## config.mk

```make
export PLATFORM = sky130hd
export DESIGN_NAME = handle_table_lowest_free
export DESIGN_NICKNAME = d
export VERILOG_FILES = /design/src/hw/rtl/hlf_pkg.sv /design/src/hw/rtl/handle_table_lowest_free.sv /design/src/hw/rtl/hlf_front.sv /design/src/hw/rtl/hlf_exec.sv /design/src/hw/rtl/hlf_rsp_queue.sv
export SDC_FILE = /design/constraint.sdc
export NUM_CORES = 2
export LEC_CHECK = 0
export BUFFER_PORTS_ARGS = -buffer_cell sky130_fd_sc_hd__buf_2
export CORE_MARGIN = 10
export CORE_UTILIZATION = 55
export DETAILED_ROUTE_END_ITERATION = 16
export PLACE_DENSITY_LB_ADDON = 0.1
export SYNTH_ARGS = -nofsm -noshare
export SYNTH_HDL_FRONTEND = slang
export SYNTH_SLANG_ARGS = --single-unit
```

## constraint.sdc

```tcl
create_clock -name clock -period 7.65 [get_ports clock]
set_input_delay 1.53 -clock clock [delete_from_list [all_inputs] [get_ports clock]]
set_output_delay 1.53 -clock clock [all_outputs]
set_load 0.03 [all_outputs]
```

## src/hw/rtl/hlf_pkg.sv

```systemverilog
// Shared widths, operation and status codes, and word types for the handle table.
package hlf_pkg;

   localparam int unsigned DEF_CAPACITY   = 64;
   localparam int unsigned DEF_ENTRY_BITS = 32;

   localparam int unsigned KIND_W   = 2;
   localparam int unsigned HANDLE_W = 8;
   localparam int unsigned VALUE_W  = 32;
   localparam int unsigned SLOT_W   = 6;
   localparam int unsigned OLD_W    = 32;
   localparam int unsigned STATUS_W = 2;

   localparam int unsigned CMDQ_DEPTH = 2;
   localparam int unsigned RSPQ_DEPTH = 2;

   localparam logic [KIND_W-1:0] KIND_INSERT = 2'd0;
   localparam logic [KIND_W-1:0] KIND_GET    = 2'd1;
   localparam logic [KIND_W-1:0] KIND_SET    = 2'd2;
   localparam logic [KIND_W-1:0] KIND_DROP   = 2'd3;

   localparam logic [STATUS_W-1:0] STATUS_OK    = 2'd0;
   localparam logic [STATUS_W-1:0] STATUS_FULL  = 2'd1;
   localparam logic [STATUS_W-1:0] STATUS_RANGE = 2'd2;

   typedef struct packed {
      logic [KIND_W-1:0]   kind;
      logic [HANDLE_W-1:0] handle;
      logic [VALUE_W-1:0]  value;
      logic                range_err;
   } cmd_type;

   typedef struct packed {
      logic [SLOT_W-1:0]   slot;
      logic [OLD_W-1:0]    old_value;
      logic [STATUS_W-1:0] status;
   } rsp_type;

endpackage

```

## src/hw/rtl/handle_table_lowest_free.sv

```systemverilog
// Top level of the handle table with lowest-free insert.
// A request word passes through the command queue, the execute registers and the response queue.
// The back end takes no new command until the write-back of the current one is done.
// Insert picks the lowest free slot from an occupancy bit vector in the same cycle as the read.
// Reset clears the occupancy bits and both queues at once; the entry memory itself is not swept.
module handle_table_lowest_free #(
   parameter int unsigned CAPACITY   = hlf_pkg::DEF_CAPACITY,
   parameter int unsigned ENTRY_BITS = hlf_pkg::DEF_ENTRY_BITS
) (
   input  logic                          clock,
   input  logic                          reset,
   input  logic                          push,
   output logic                          full,
   input  logic [hlf_pkg::KIND_W-1:0]    req_kind,
   input  logic [hlf_pkg::HANDLE_W-1:0]  req_handle,
   input  logic [hlf_pkg::VALUE_W-1:0]   req_value,
   output logic                          empty,
   input  logic                          pop,
   output logic [hlf_pkg::SLOT_W-1:0]    rsp_slot,
   output logic [hlf_pkg::OLD_W-1:0]     rsp_old_value,
   output logic [hlf_pkg::STATUS_W-1:0]  rsp_status
);
   import hlf_pkg::*;

   cmd_type   cmd;
   logic      cmd_valid;
   logic      cmd_pop;
   rsp_type   rsp;
   logic      rsp_push;
   logic      rsp_full;

   hlf_front #(
      .CAPACITY (CAPACITY)
   ) u_front (
      .clock     (clock),
      .reset     (reset),
      .push      (push),
      .full      (full),
      .kind      (req_kind),
      .handle    (req_handle),
      .value     (req_value),
      .cmd_valid (cmd_valid),
      .cmd       (cmd),
      .cmd_pop   (cmd_pop)
   );

   hlf_exec #(
      .CAPACITY   (CAPACITY),
      .ENTRY_BITS (ENTRY_BITS)
   ) u_exec (
      .clock     (clock),
      .reset     (reset),
      .cmd_valid (cmd_valid),
      .cmd       (cmd),
      .cmd_pop   (cmd_pop),
      .rsp_full  (rsp_full),
      .rsp_push  (rsp_push),
      .rsp       (rsp)
   );

   hlf_rsp_queue u_rsp_queue (
      .clock     (clock),
      .reset     (reset),
      .push      (rsp_push),
      .rsp_in    (rsp),
      .full      (rsp_full),
      .empty     (empty),
      .pop       (pop),
      .slot      (rsp_slot),
      .old_value (rsp_old_value),
      .status    (rsp_status)
   );

endmodule

```

## src/hw/rtl/hlf_front.sv

```systemverilog
// Front end: accepts request words, checks the handle range and queues commands.
module hlf_front #(
   parameter int unsigned CAPACITY = hlf_pkg::DEF_CAPACITY
) (
   input  logic                          clock,
   input  logic                          reset,
   input  logic                          push,
   output logic                          full,
   input  logic [hlf_pkg::KIND_W-1:0]    kind,
   input  logic [hlf_pkg::HANDLE_W-1:0]  handle,
   input  logic [hlf_pkg::VALUE_W-1:0]   value,
   output logic                          cmd_valid,
   output hlf_pkg::cmd_type              cmd,
   input  logic                          cmd_pop
);
   import hlf_pkg::*;

   localparam int unsigned PTR_W = $clog2(CMDQ_DEPTH);
   localparam int unsigned CNT_W = $clog2(CMDQ_DEPTH + 1);

   cmd_type            q_ff [CMDQ_DEPTH];
   cmd_type            new_cmd;
   logic [PTR_W-1:0]   wr_ptr_ff, wr_ptr_in;
   logic [PTR_W-1:0]   rd_ptr_ff, rd_ptr_in;
   logic [CNT_W-1:0]   count_ff, count_in;
   logic               do_push;
   logic               do_pop;

   assign full      = (count_ff == CNT_W'(CMDQ_DEPTH));
   assign cmd_valid = (count_ff != '0);
   assign cmd       = q_ff[rd_ptr_ff];
   assign do_push   = push && !full;
   assign do_pop    = cmd_pop && cmd_valid;

   always_comb begin
      new_cmd.kind      = kind;
      new_cmd.handle    = handle;
      new_cmd.value     = value;
      new_cmd.range_err = (kind != KIND_INSERT) &&
                          ({1'b0, handle} >= (HANDLE_W + 1)'(CAPACITY));
   end

   always_comb begin
      wr_ptr_in = wr_ptr_ff;
      rd_ptr_in = rd_ptr_ff;
      count_in  = count_ff;
      if (do_push) begin
         wr_ptr_in = (wr_ptr_ff == PTR_W'(CMDQ_DEPTH - 1)) ? '0 : wr_ptr_ff + 1'b1;
      end
      if (do_pop) begin
         rd_ptr_in = (rd_ptr_ff == PTR_W'(CMDQ_DEPTH - 1)) ? '0 : rd_ptr_ff + 1'b1;
      end
      if (do_push && !do_pop) begin
         count_in = count_ff + 1'b1;
      end else if (do_pop && !do_push) begin
         count_in = count_ff - 1'b1;
      end
   end

   always_ff @(posedge clock) begin
      if (reset) begin
         wr_ptr_ff <= '0;
         rd_ptr_ff <= '0;
         count_ff  <= '0;
      end else begin
         wr_ptr_ff <= wr_ptr_in;
         rd_ptr_ff <= rd_ptr_in;
         count_ff  <= count_in;
      end
   end

   always_ff @(posedge clock) begin
      if (do_push) begin
         q_ff[wr_ptr_ff] <= new_cmd;
      end
   end

endmodule

```

## src/hw/rtl/hlf_exec.sv

```systemverilog
// Back end: entry memory, occupancy bits, lowest-free search and read then write-back.
module hlf_exec #(
   parameter int unsigned CAPACITY   = hlf_pkg::DEF_CAPACITY,
   parameter int unsigned ENTRY_BITS = hlf_pkg::DEF_ENTRY_BITS
) (
   input  logic              clock,
   input  logic              reset,
   input  logic              cmd_valid,
   input  hlf_pkg::cmd_type  cmd,
   output logic              cmd_pop,
   input  logic              rsp_full,
   output logic              rsp_push,
   output hlf_pkg::rsp_type  rsp
);
   import hlf_pkg::*;

   localparam int unsigned IDX_W = $clog2(CAPACITY);

   localparam logic S_IDLE  = 1'b0;
   localparam logic S_WRITE = 1'b1;

   logic [ENTRY_BITS-1:0]            mem [CAPACITY];
   logic [ENTRY_BITS-1:0]            rd_data_ff;
   logic [CAPACITY-1:0]              valid_ff, valid_in;
   logic                             state_ff, state_in;
   cmd_type                          cmd_ff;
   logic [IDX_W-1:0]                 idx_ff;
   logic [IDX_W-1:0]                 idx_sel;
   logic                             table_full_ff;
   logic [IDX_W-1:0]                 free_idx;
   logic                             any_free;
   logic                             start;
   logic                             is_insert;
   logic                             write_en;
   logic [ENTRY_BITS+VALUE_W-1:0]    value_pad;
   logic [ENTRY_BITS-1:0]            wdata;
   logic [ENTRY_BITS+OLD_W-1:0]      old_pad;
   logic [IDX_W+SLOT_W-1:0]          slot_pad;
   logic [HANDLE_W-1:0]              handle_idx_pad;

   always_comb begin
      free_idx = '0;
      any_free = 1'b0;
      for (int i = CAPACITY - 1; i >= 0; i--) begin
         if (!valid_ff[i]) begin
            free_idx = IDX_W'(i);
            any_free = 1'b1;
         end
      end
   end

   assign start   = (state_ff == S_IDLE) && cmd_valid && !rsp_full;
   assign cmd_pop = start;

   assign handle_idx_pad = cmd.handle;
   assign idx_sel = (cmd.kind == KIND_INSERT) ? free_idx : handle_idx_pad[IDX_W-1:0];

   assign is_insert = (cmd_ff.kind == KIND_INSERT);
   assign value_pad = {{ENTRY_BITS{1'b0}}, cmd_ff.value};
   assign wdata     = (cmd_ff.kind == KIND_DROP) ? '0 : value_pad[ENTRY_BITS-1:0];
   assign write_en  = (state_ff == S_WRITE) &&
                      ((is_insert && !table_full_ff) ||
                       (!is_insert && !cmd_ff.range_err &&
                        (cmd_ff.kind == KIND_SET || cmd_ff.kind == KIND_DROP)));

   assign old_pad  = {{OLD_W{1'b0}}, rd_data_ff};
   assign slot_pad = {{SLOT_W{1'b0}}, idx_ff};

   always_comb begin
      rsp.slot      = cmd_ff.handle[SLOT_W-1:0];
      rsp.old_value = '0;
      rsp.status    = STATUS_OK;
      if (is_insert) begin
         if (table_full_ff) begin
            rsp.slot   = '0;
            rsp.status = STATUS_FULL;
         end else begin
            rsp.slot = slot_pad[SLOT_W-1:0];
         end
      end else if (cmd_ff.range_err) begin
         rsp.status = STATUS_RANGE;
      end else if (valid_ff[idx_ff]) begin
         rsp.old_value = old_pad[OLD_W-1:0];
      end
   end

   assign rsp_push = (state_ff == S_WRITE);

   always_comb begin
      state_in = state_ff;
      valid_in = valid_ff;
      unique case (state_ff)
         S_IDLE: begin
            if (start) begin
               state_in = S_WRITE;
            end
         end
         S_WRITE: begin
            state_in = S_IDLE;
            if (write_en) begin
               valid_in[idx_ff] = (wdata != '0);
            end
         end
         default: state_in = S_IDLE;
      endcase
   end

   always_ff @(posedge clock) begin
      if (reset) begin
         state_ff <= S_IDLE;
         valid_ff <= '0;
      end else begin
         state_ff <= state_in;
         valid_ff <= valid_in;
      end
   end

   always_ff @(posedge clock) begin
      if (start) begin
         cmd_ff        <= cmd;
         idx_ff        <= idx_sel;
         table_full_ff <= !any_free;
      end
   end

   always_ff @(posedge clock) begin
      rd_data_ff <= mem[idx_sel];
      if (write_en) begin
         mem[idx_ff] <= wdata;
      end
   end

endmodule

```

## src/hw/rtl/hlf_rsp_queue.sv

```systemverilog
// Result queue that holds finished response words until they are popped.
module hlf_rsp_queue (
   input  logic                          clock,
   input  logic                          reset,
   input  logic                          push,
   input  hlf_pkg::rsp_type              rsp_in,
   output logic                          full,
   output logic                          empty,
   input  logic                          pop,
   output logic [hlf_pkg::SLOT_W-1:0]    slot,
   output logic [hlf_pkg::OLD_W-1:0]     old_value,
   output logic [hlf_pkg::STATUS_W-1:0]  status
);
   import hlf_pkg::*;

   localparam int unsigned PTR_W = $clog2(RSPQ_DEPTH);
   localparam int unsigned CNT_W = $clog2(RSPQ_DEPTH + 1);

   rsp_type            q_ff [RSPQ_DEPTH];
   rsp_type            head;
   logic [PTR_W-1:0]   wr_ptr_ff, wr_ptr_in;
   logic [PTR_W-1:0]   rd_ptr_ff, rd_ptr_in;
   logic [CNT_W-1:0]   count_ff, count_in;
   logic               do_push;
   logic               do_pop;

   assign full      = (count_ff == CNT_W'(RSPQ_DEPTH));
   assign empty     = (count_ff == '0);
   assign do_push   = push && !full;
   assign do_pop    = pop && !empty;
   assign head      = q_ff[rd_ptr_ff];
   assign slot      = head.slot;
   assign old_value = head.old_value;
   assign status    = head.status;

   always_comb begin
      wr_ptr_in = wr_ptr_ff;
      rd_ptr_in = rd_ptr_ff;
      count_in  = count_ff;
      if (do_push) begin
         wr_ptr_in = (wr_ptr_ff == PTR_W'(RSPQ_DEPTH - 1)) ? '0 : wr_ptr_ff + 1'b1;
      end
      if (do_pop) begin
         rd_ptr_in = (rd_ptr_ff == PTR_W'(RSPQ_DEPTH - 1)) ? '0 : rd_ptr_ff + 1'b1;
      end
      if (do_push && !do_pop) begin
         count_in = count_ff + 1'b1;
      end else if (do_pop && !do_push) begin
         count_in = count_ff - 1'b1;
      end
   end

   always_ff @(posedge clock) begin
      if (reset) begin
         wr_ptr_ff <= '0;
         rd_ptr_ff <= '0;
         count_ff  <= '0;
      end else begin
         wr_ptr_ff <= wr_ptr_in;
         rd_ptr_ff <= rd_ptr_in;
         count_ff  <= count_in;
      end
   end

   always_ff @(posedge clock) begin
      if (do_push) begin
         q_ff[wr_ptr_ff] <= rsp_in;
      end
   end

endmodule

```

==> run_results.csv <==
group,metric,value,unit
timing,final.setup_skew,0.0284,ns
worst_setup_path,cp-end-kind,"flip-flop",
grt,antenna_found_initial,29,
floorplan,rows,149,
finish,final_util,62.4,%
timing,max_freq,173,MHz
worst_setup_path,reg2reg_depth,10,
worst_setup_path,cp.arrival,6.46,ns
power,sw_frac_of_total,33.8,%
floorplan,io_pins,88,
clock_tree,post-cts-setup-buffer-count,0,
finish,areaGrowthSynthToFinish,12.5,%
clock_tree,cts_buffers,230,
finish,multi_input_area,20700,sq um
worst_setup_path,startpoint_type,"flip-flop",
grt,grt_pass1_vias,50955,
logic_synthesis,ys.warnings.count,0,
routing,wl,267000,microns
routing,wire_per_inst,32.0,microns
routing,wl_met3,28300,microns
routing,ant_nets,0,
worst_setup_path,path_cells,"nor2b_1, o21ai_0, nand4_1, a2111oi_0, a22o_4, clkinv_8, nand2_4, o221ai_1, o41ai_1, nand4b_1",
logic_synthesis,synthMostInstantiatedCell,"edfxtp_1",
worst_setup_path,cp_slowest_cell,"o41ai_1",
logic_synthesis,async_reset_ff_share,0,%
routing,wl_met1,103000,microns
logic_synthesis,synth_edf_count,2258,
timing,post-route-period-util,75.7,%
finish,nNetsFinal,5970,
worst_setup_path,worstPathRequired,8.32,ns
routing,drt-initial-drc-count,7886,
timing,worst_pin_slew,1.30,ns
clock_tree,htreeDepth,4,
min_path,whs_path_depth,2,
grt,grt_overflow_total,0,
clock_tree,clkLatencyLatePin,0.85,ns
timing,finalSetupViolCount,0,
timing,rsz0062_at_grt,"no",
finish,finalNonFillerCells,8343,
power,p_clk_share,28.5,%
clock_tree,cts_tree,"built",
floorplan,die_w,428,microns
logic_synthesis,yosys_register_bits,2365,
power,power.density,380,nW/um^2
routing,vias_per_cell,6.39,
power,p_int,25.9,mW
clock_tree,cts_hold_buf,0,
power,p_total,39.1,mW
logic_synthesis,synthTopCellsByArea,"edfxtp_1, mux2i_1, nand2_1",
floorplan,dieArea,183000,sq um
routing,drtPass1Iterations,5,
power,p_leak,35.2,nW
logic_synthesis,synth_top_cell_by_area,"edfxtp_1",
clock_tree,clk_pin_slew,0.06,ns
logic_synthesis,synthDistinctLibCells,67,
place,numPlacedInstances,7879,
place,numPortBuffers,87,
finish,fill_cells,11998,
routing,num_vias,53345,
logic_synthesis,yosysSeqAreaShare,76.4,%
finish,ff_latch_area,69900,sq um
timing,min_period,5.79,ns
grt,grt_pass1_wl,377000,microns
floorplan,start_util,55.4,%
grt,grtUsageTotal,28.3,%
worst_setup_path,path_class,"flip-flop to flip-flop",
logic_synthesis,synth_ff_type,"edfxtp_1",
logic_synthesis,synth_nets,5783,
grt,grt_max_degree,147,
timing,slew_headroom,13.1,%
power,vdd_drop_max,0.000364,V
clock_tree,clk_path_buf_depth,3,
place,gp_congestion,0.891,
logic_synthesis,synth_commonest_cells,"edfxtp_1, nand2_1, mux2i_1",
run,drv_cap,0,
logic_synthesis,synthCells,5735,
worst_setup_path,cpPeakStageDelay,1.07,ns
place,dpl_cell_area,95500,sq um
timing,tns,0,ns
power,p_seq_share,43.2,%
floorplan,core,165000,sq um
power,p_comb_share,28.3,%
clock_tree,cts-root-buf,"clkbuf_16",
finish,final_cell_area,103000,sq um
routing,drc,0,
worst_setup_path,worst-path-max-fanout,125,
place,post-dp-hpwl,149000,microns
logic_synthesis,syn_avg_cell_area,16.0,sq um
min_path,hp-class,"flip-flop to flip-flop",
timing,hold_viol,0,
logic_synthesis,synth_area,91600,sq um
timing,maxSlewViolCount,0,
finish,drive_gt1_share,14.9,%
clock_tree,post_cts_resized,0,
routing,wl_met2,122000,microns
clock_tree,cts_num_sinks,2365,
floorplan,die_h,428,microns
logic_synthesis,yosysTopAreaCellShare,74.0,%
status,status,"complete, no violations",
power,p_switching,13.2,mW
routing,dr.max_layer_used,"met5",
through the flow:
stage               hold slack, ns  worst slack (ns)
finish                       0.510              1.86
global route                 0.524              1.59
CTS                          0.511              1.76
detailed placement           0.492              1.81
global placement             0.483              1.39
floorplan                    0.472              3.87
area by class of cell:
| cell class | instances | share of cell area [%] |
|---|---|---|
| flip-flops and latches | 2365 | 67.9 |
| multi-input cells | 3027 | 20.1 |
| clock buffers | 346 | 6.49 |
| well taps | 2189 | 2.66 |
| repair buffers | 280 | 1.96 |
| clock inverters | 86 | 0.743 |
| inverters | 18 | 0.0850 |
| diodes | 32 | 0.0777 |
cell usage in the layout, fill, tap and decap left out, types with 11 or more instances in the layout:
master / instances
edfxtp_1: 2258
nand2_1: 787
mux2i_1: 637
nand3_1: 288
o22ai_1: 251
clkbuf_16: 236
buf_4: 182
mux2_2: 149
dfxtp_1: 105
a21oi_1: 96
nor2_1: 90
buf_2: 87
clkbuf_1: 73
o21ai_0: 72
nor2_4: 72
o221ai_1: 68
a211oi_1: 67
o41ai_1: 62
nand4_1: 53
a31oi_1: 49
and3_1: 43
clkbuf_8: 37
and2_1: 36
and2_2: 33
diode_2: 32
clkinv_1: 30
clkinv_2: 30
nand4b_1: 23
inv_1: 13
nand2b_1: 12
nor4_1: 12
bufinv_16: 11
buf_12: 11
registers in the layout, summed over array words and instances (netlist names), named ones only:
signal,count
u_front.q_ff,82
u_rsp_queue.q_ff,80
u_front.count_ff,2
u_exec.cmd_ff,41
u_rsp_queue.wr_ptr_ff,1
u_exec.table_full_ff,1
u_front.wr_ptr_ff,1
u_exec.rsp_push,1
u_exec.mem,2048
u_front.rd_ptr_ff,1
u_rsp_queue.rd_ptr_ff,1
u_exec.valid_ff,64
u_rsp_queue.count_ff,2
u_exec.rd_data_ff,32
u_exec.idx_ff,6
worst paths after layout:
check | slack (ns) | startpoint | endpoint
setup / recovery | 1.86 | u_exec.valid_ff[10] | u_exec.rd_data_ff[10]
hold / removal | 0.51 | u_rsp_queue.rd_ptr_ff | u_rsp_queue.rd_ptr_ff
setup reg to reg | 1.86 | u_exec.valid_ff[10] | u_exec.rd_data_ff[10]
hold reg to reg | 0.51 | u_rsp_queue.rd_ptr_ff | u_rsp_queue.rd_ptr_ff
power by group through the flow:
stage	Combinational [mW]	Clock (mW)	Sequential, mW
after global routing	11.7	11.8	16.9
after detailed placement	11.0	0	17.2
final	11.1	11.1	16.9
after floorplan	6.59	0	16.9
after CTS	11.0	11.2	16.9
after global placement	10.8	0	17.1
cells by family after synthesis:
| logic type | count (synthesis) | share of synthesized area (%) |
|---|---|---|
| buffers and inverters | 343 | 1.83 |
| AND/OR/NAND/NOR | 1504 | 7.38 |
| XOR/XNOR | 8 | 0.0765 |
| flip-flops | 2365 | 76.4 |
| multiplexers | 796 | 9.04 |
| AO/OA/AOI/OAI | 717 | 5.26 |
| adder cells (fa/ha/maj) | 2 | 0.0273 |
critical path: cells and delay by family, from the launching register on:
kind / cells / cell delay, ns
AO/OA/AOI/OAI: 5 / 2.93
buffers and inverters: 1 / 0.62
AND/OR/NAND/NOR: 4 / 1.55
flip-flops: 1 / 0.38
per-layer routing:
metal / up-vias / track usage [%]
met1: 27109 / 39.7
met3: 539 / 5.27
met5: - / 0
met2: 2990 / 43.7
li1: 22695 / -
met4: 12 / 12.1
Note: power is estimated with default switching activity, not from simulation.
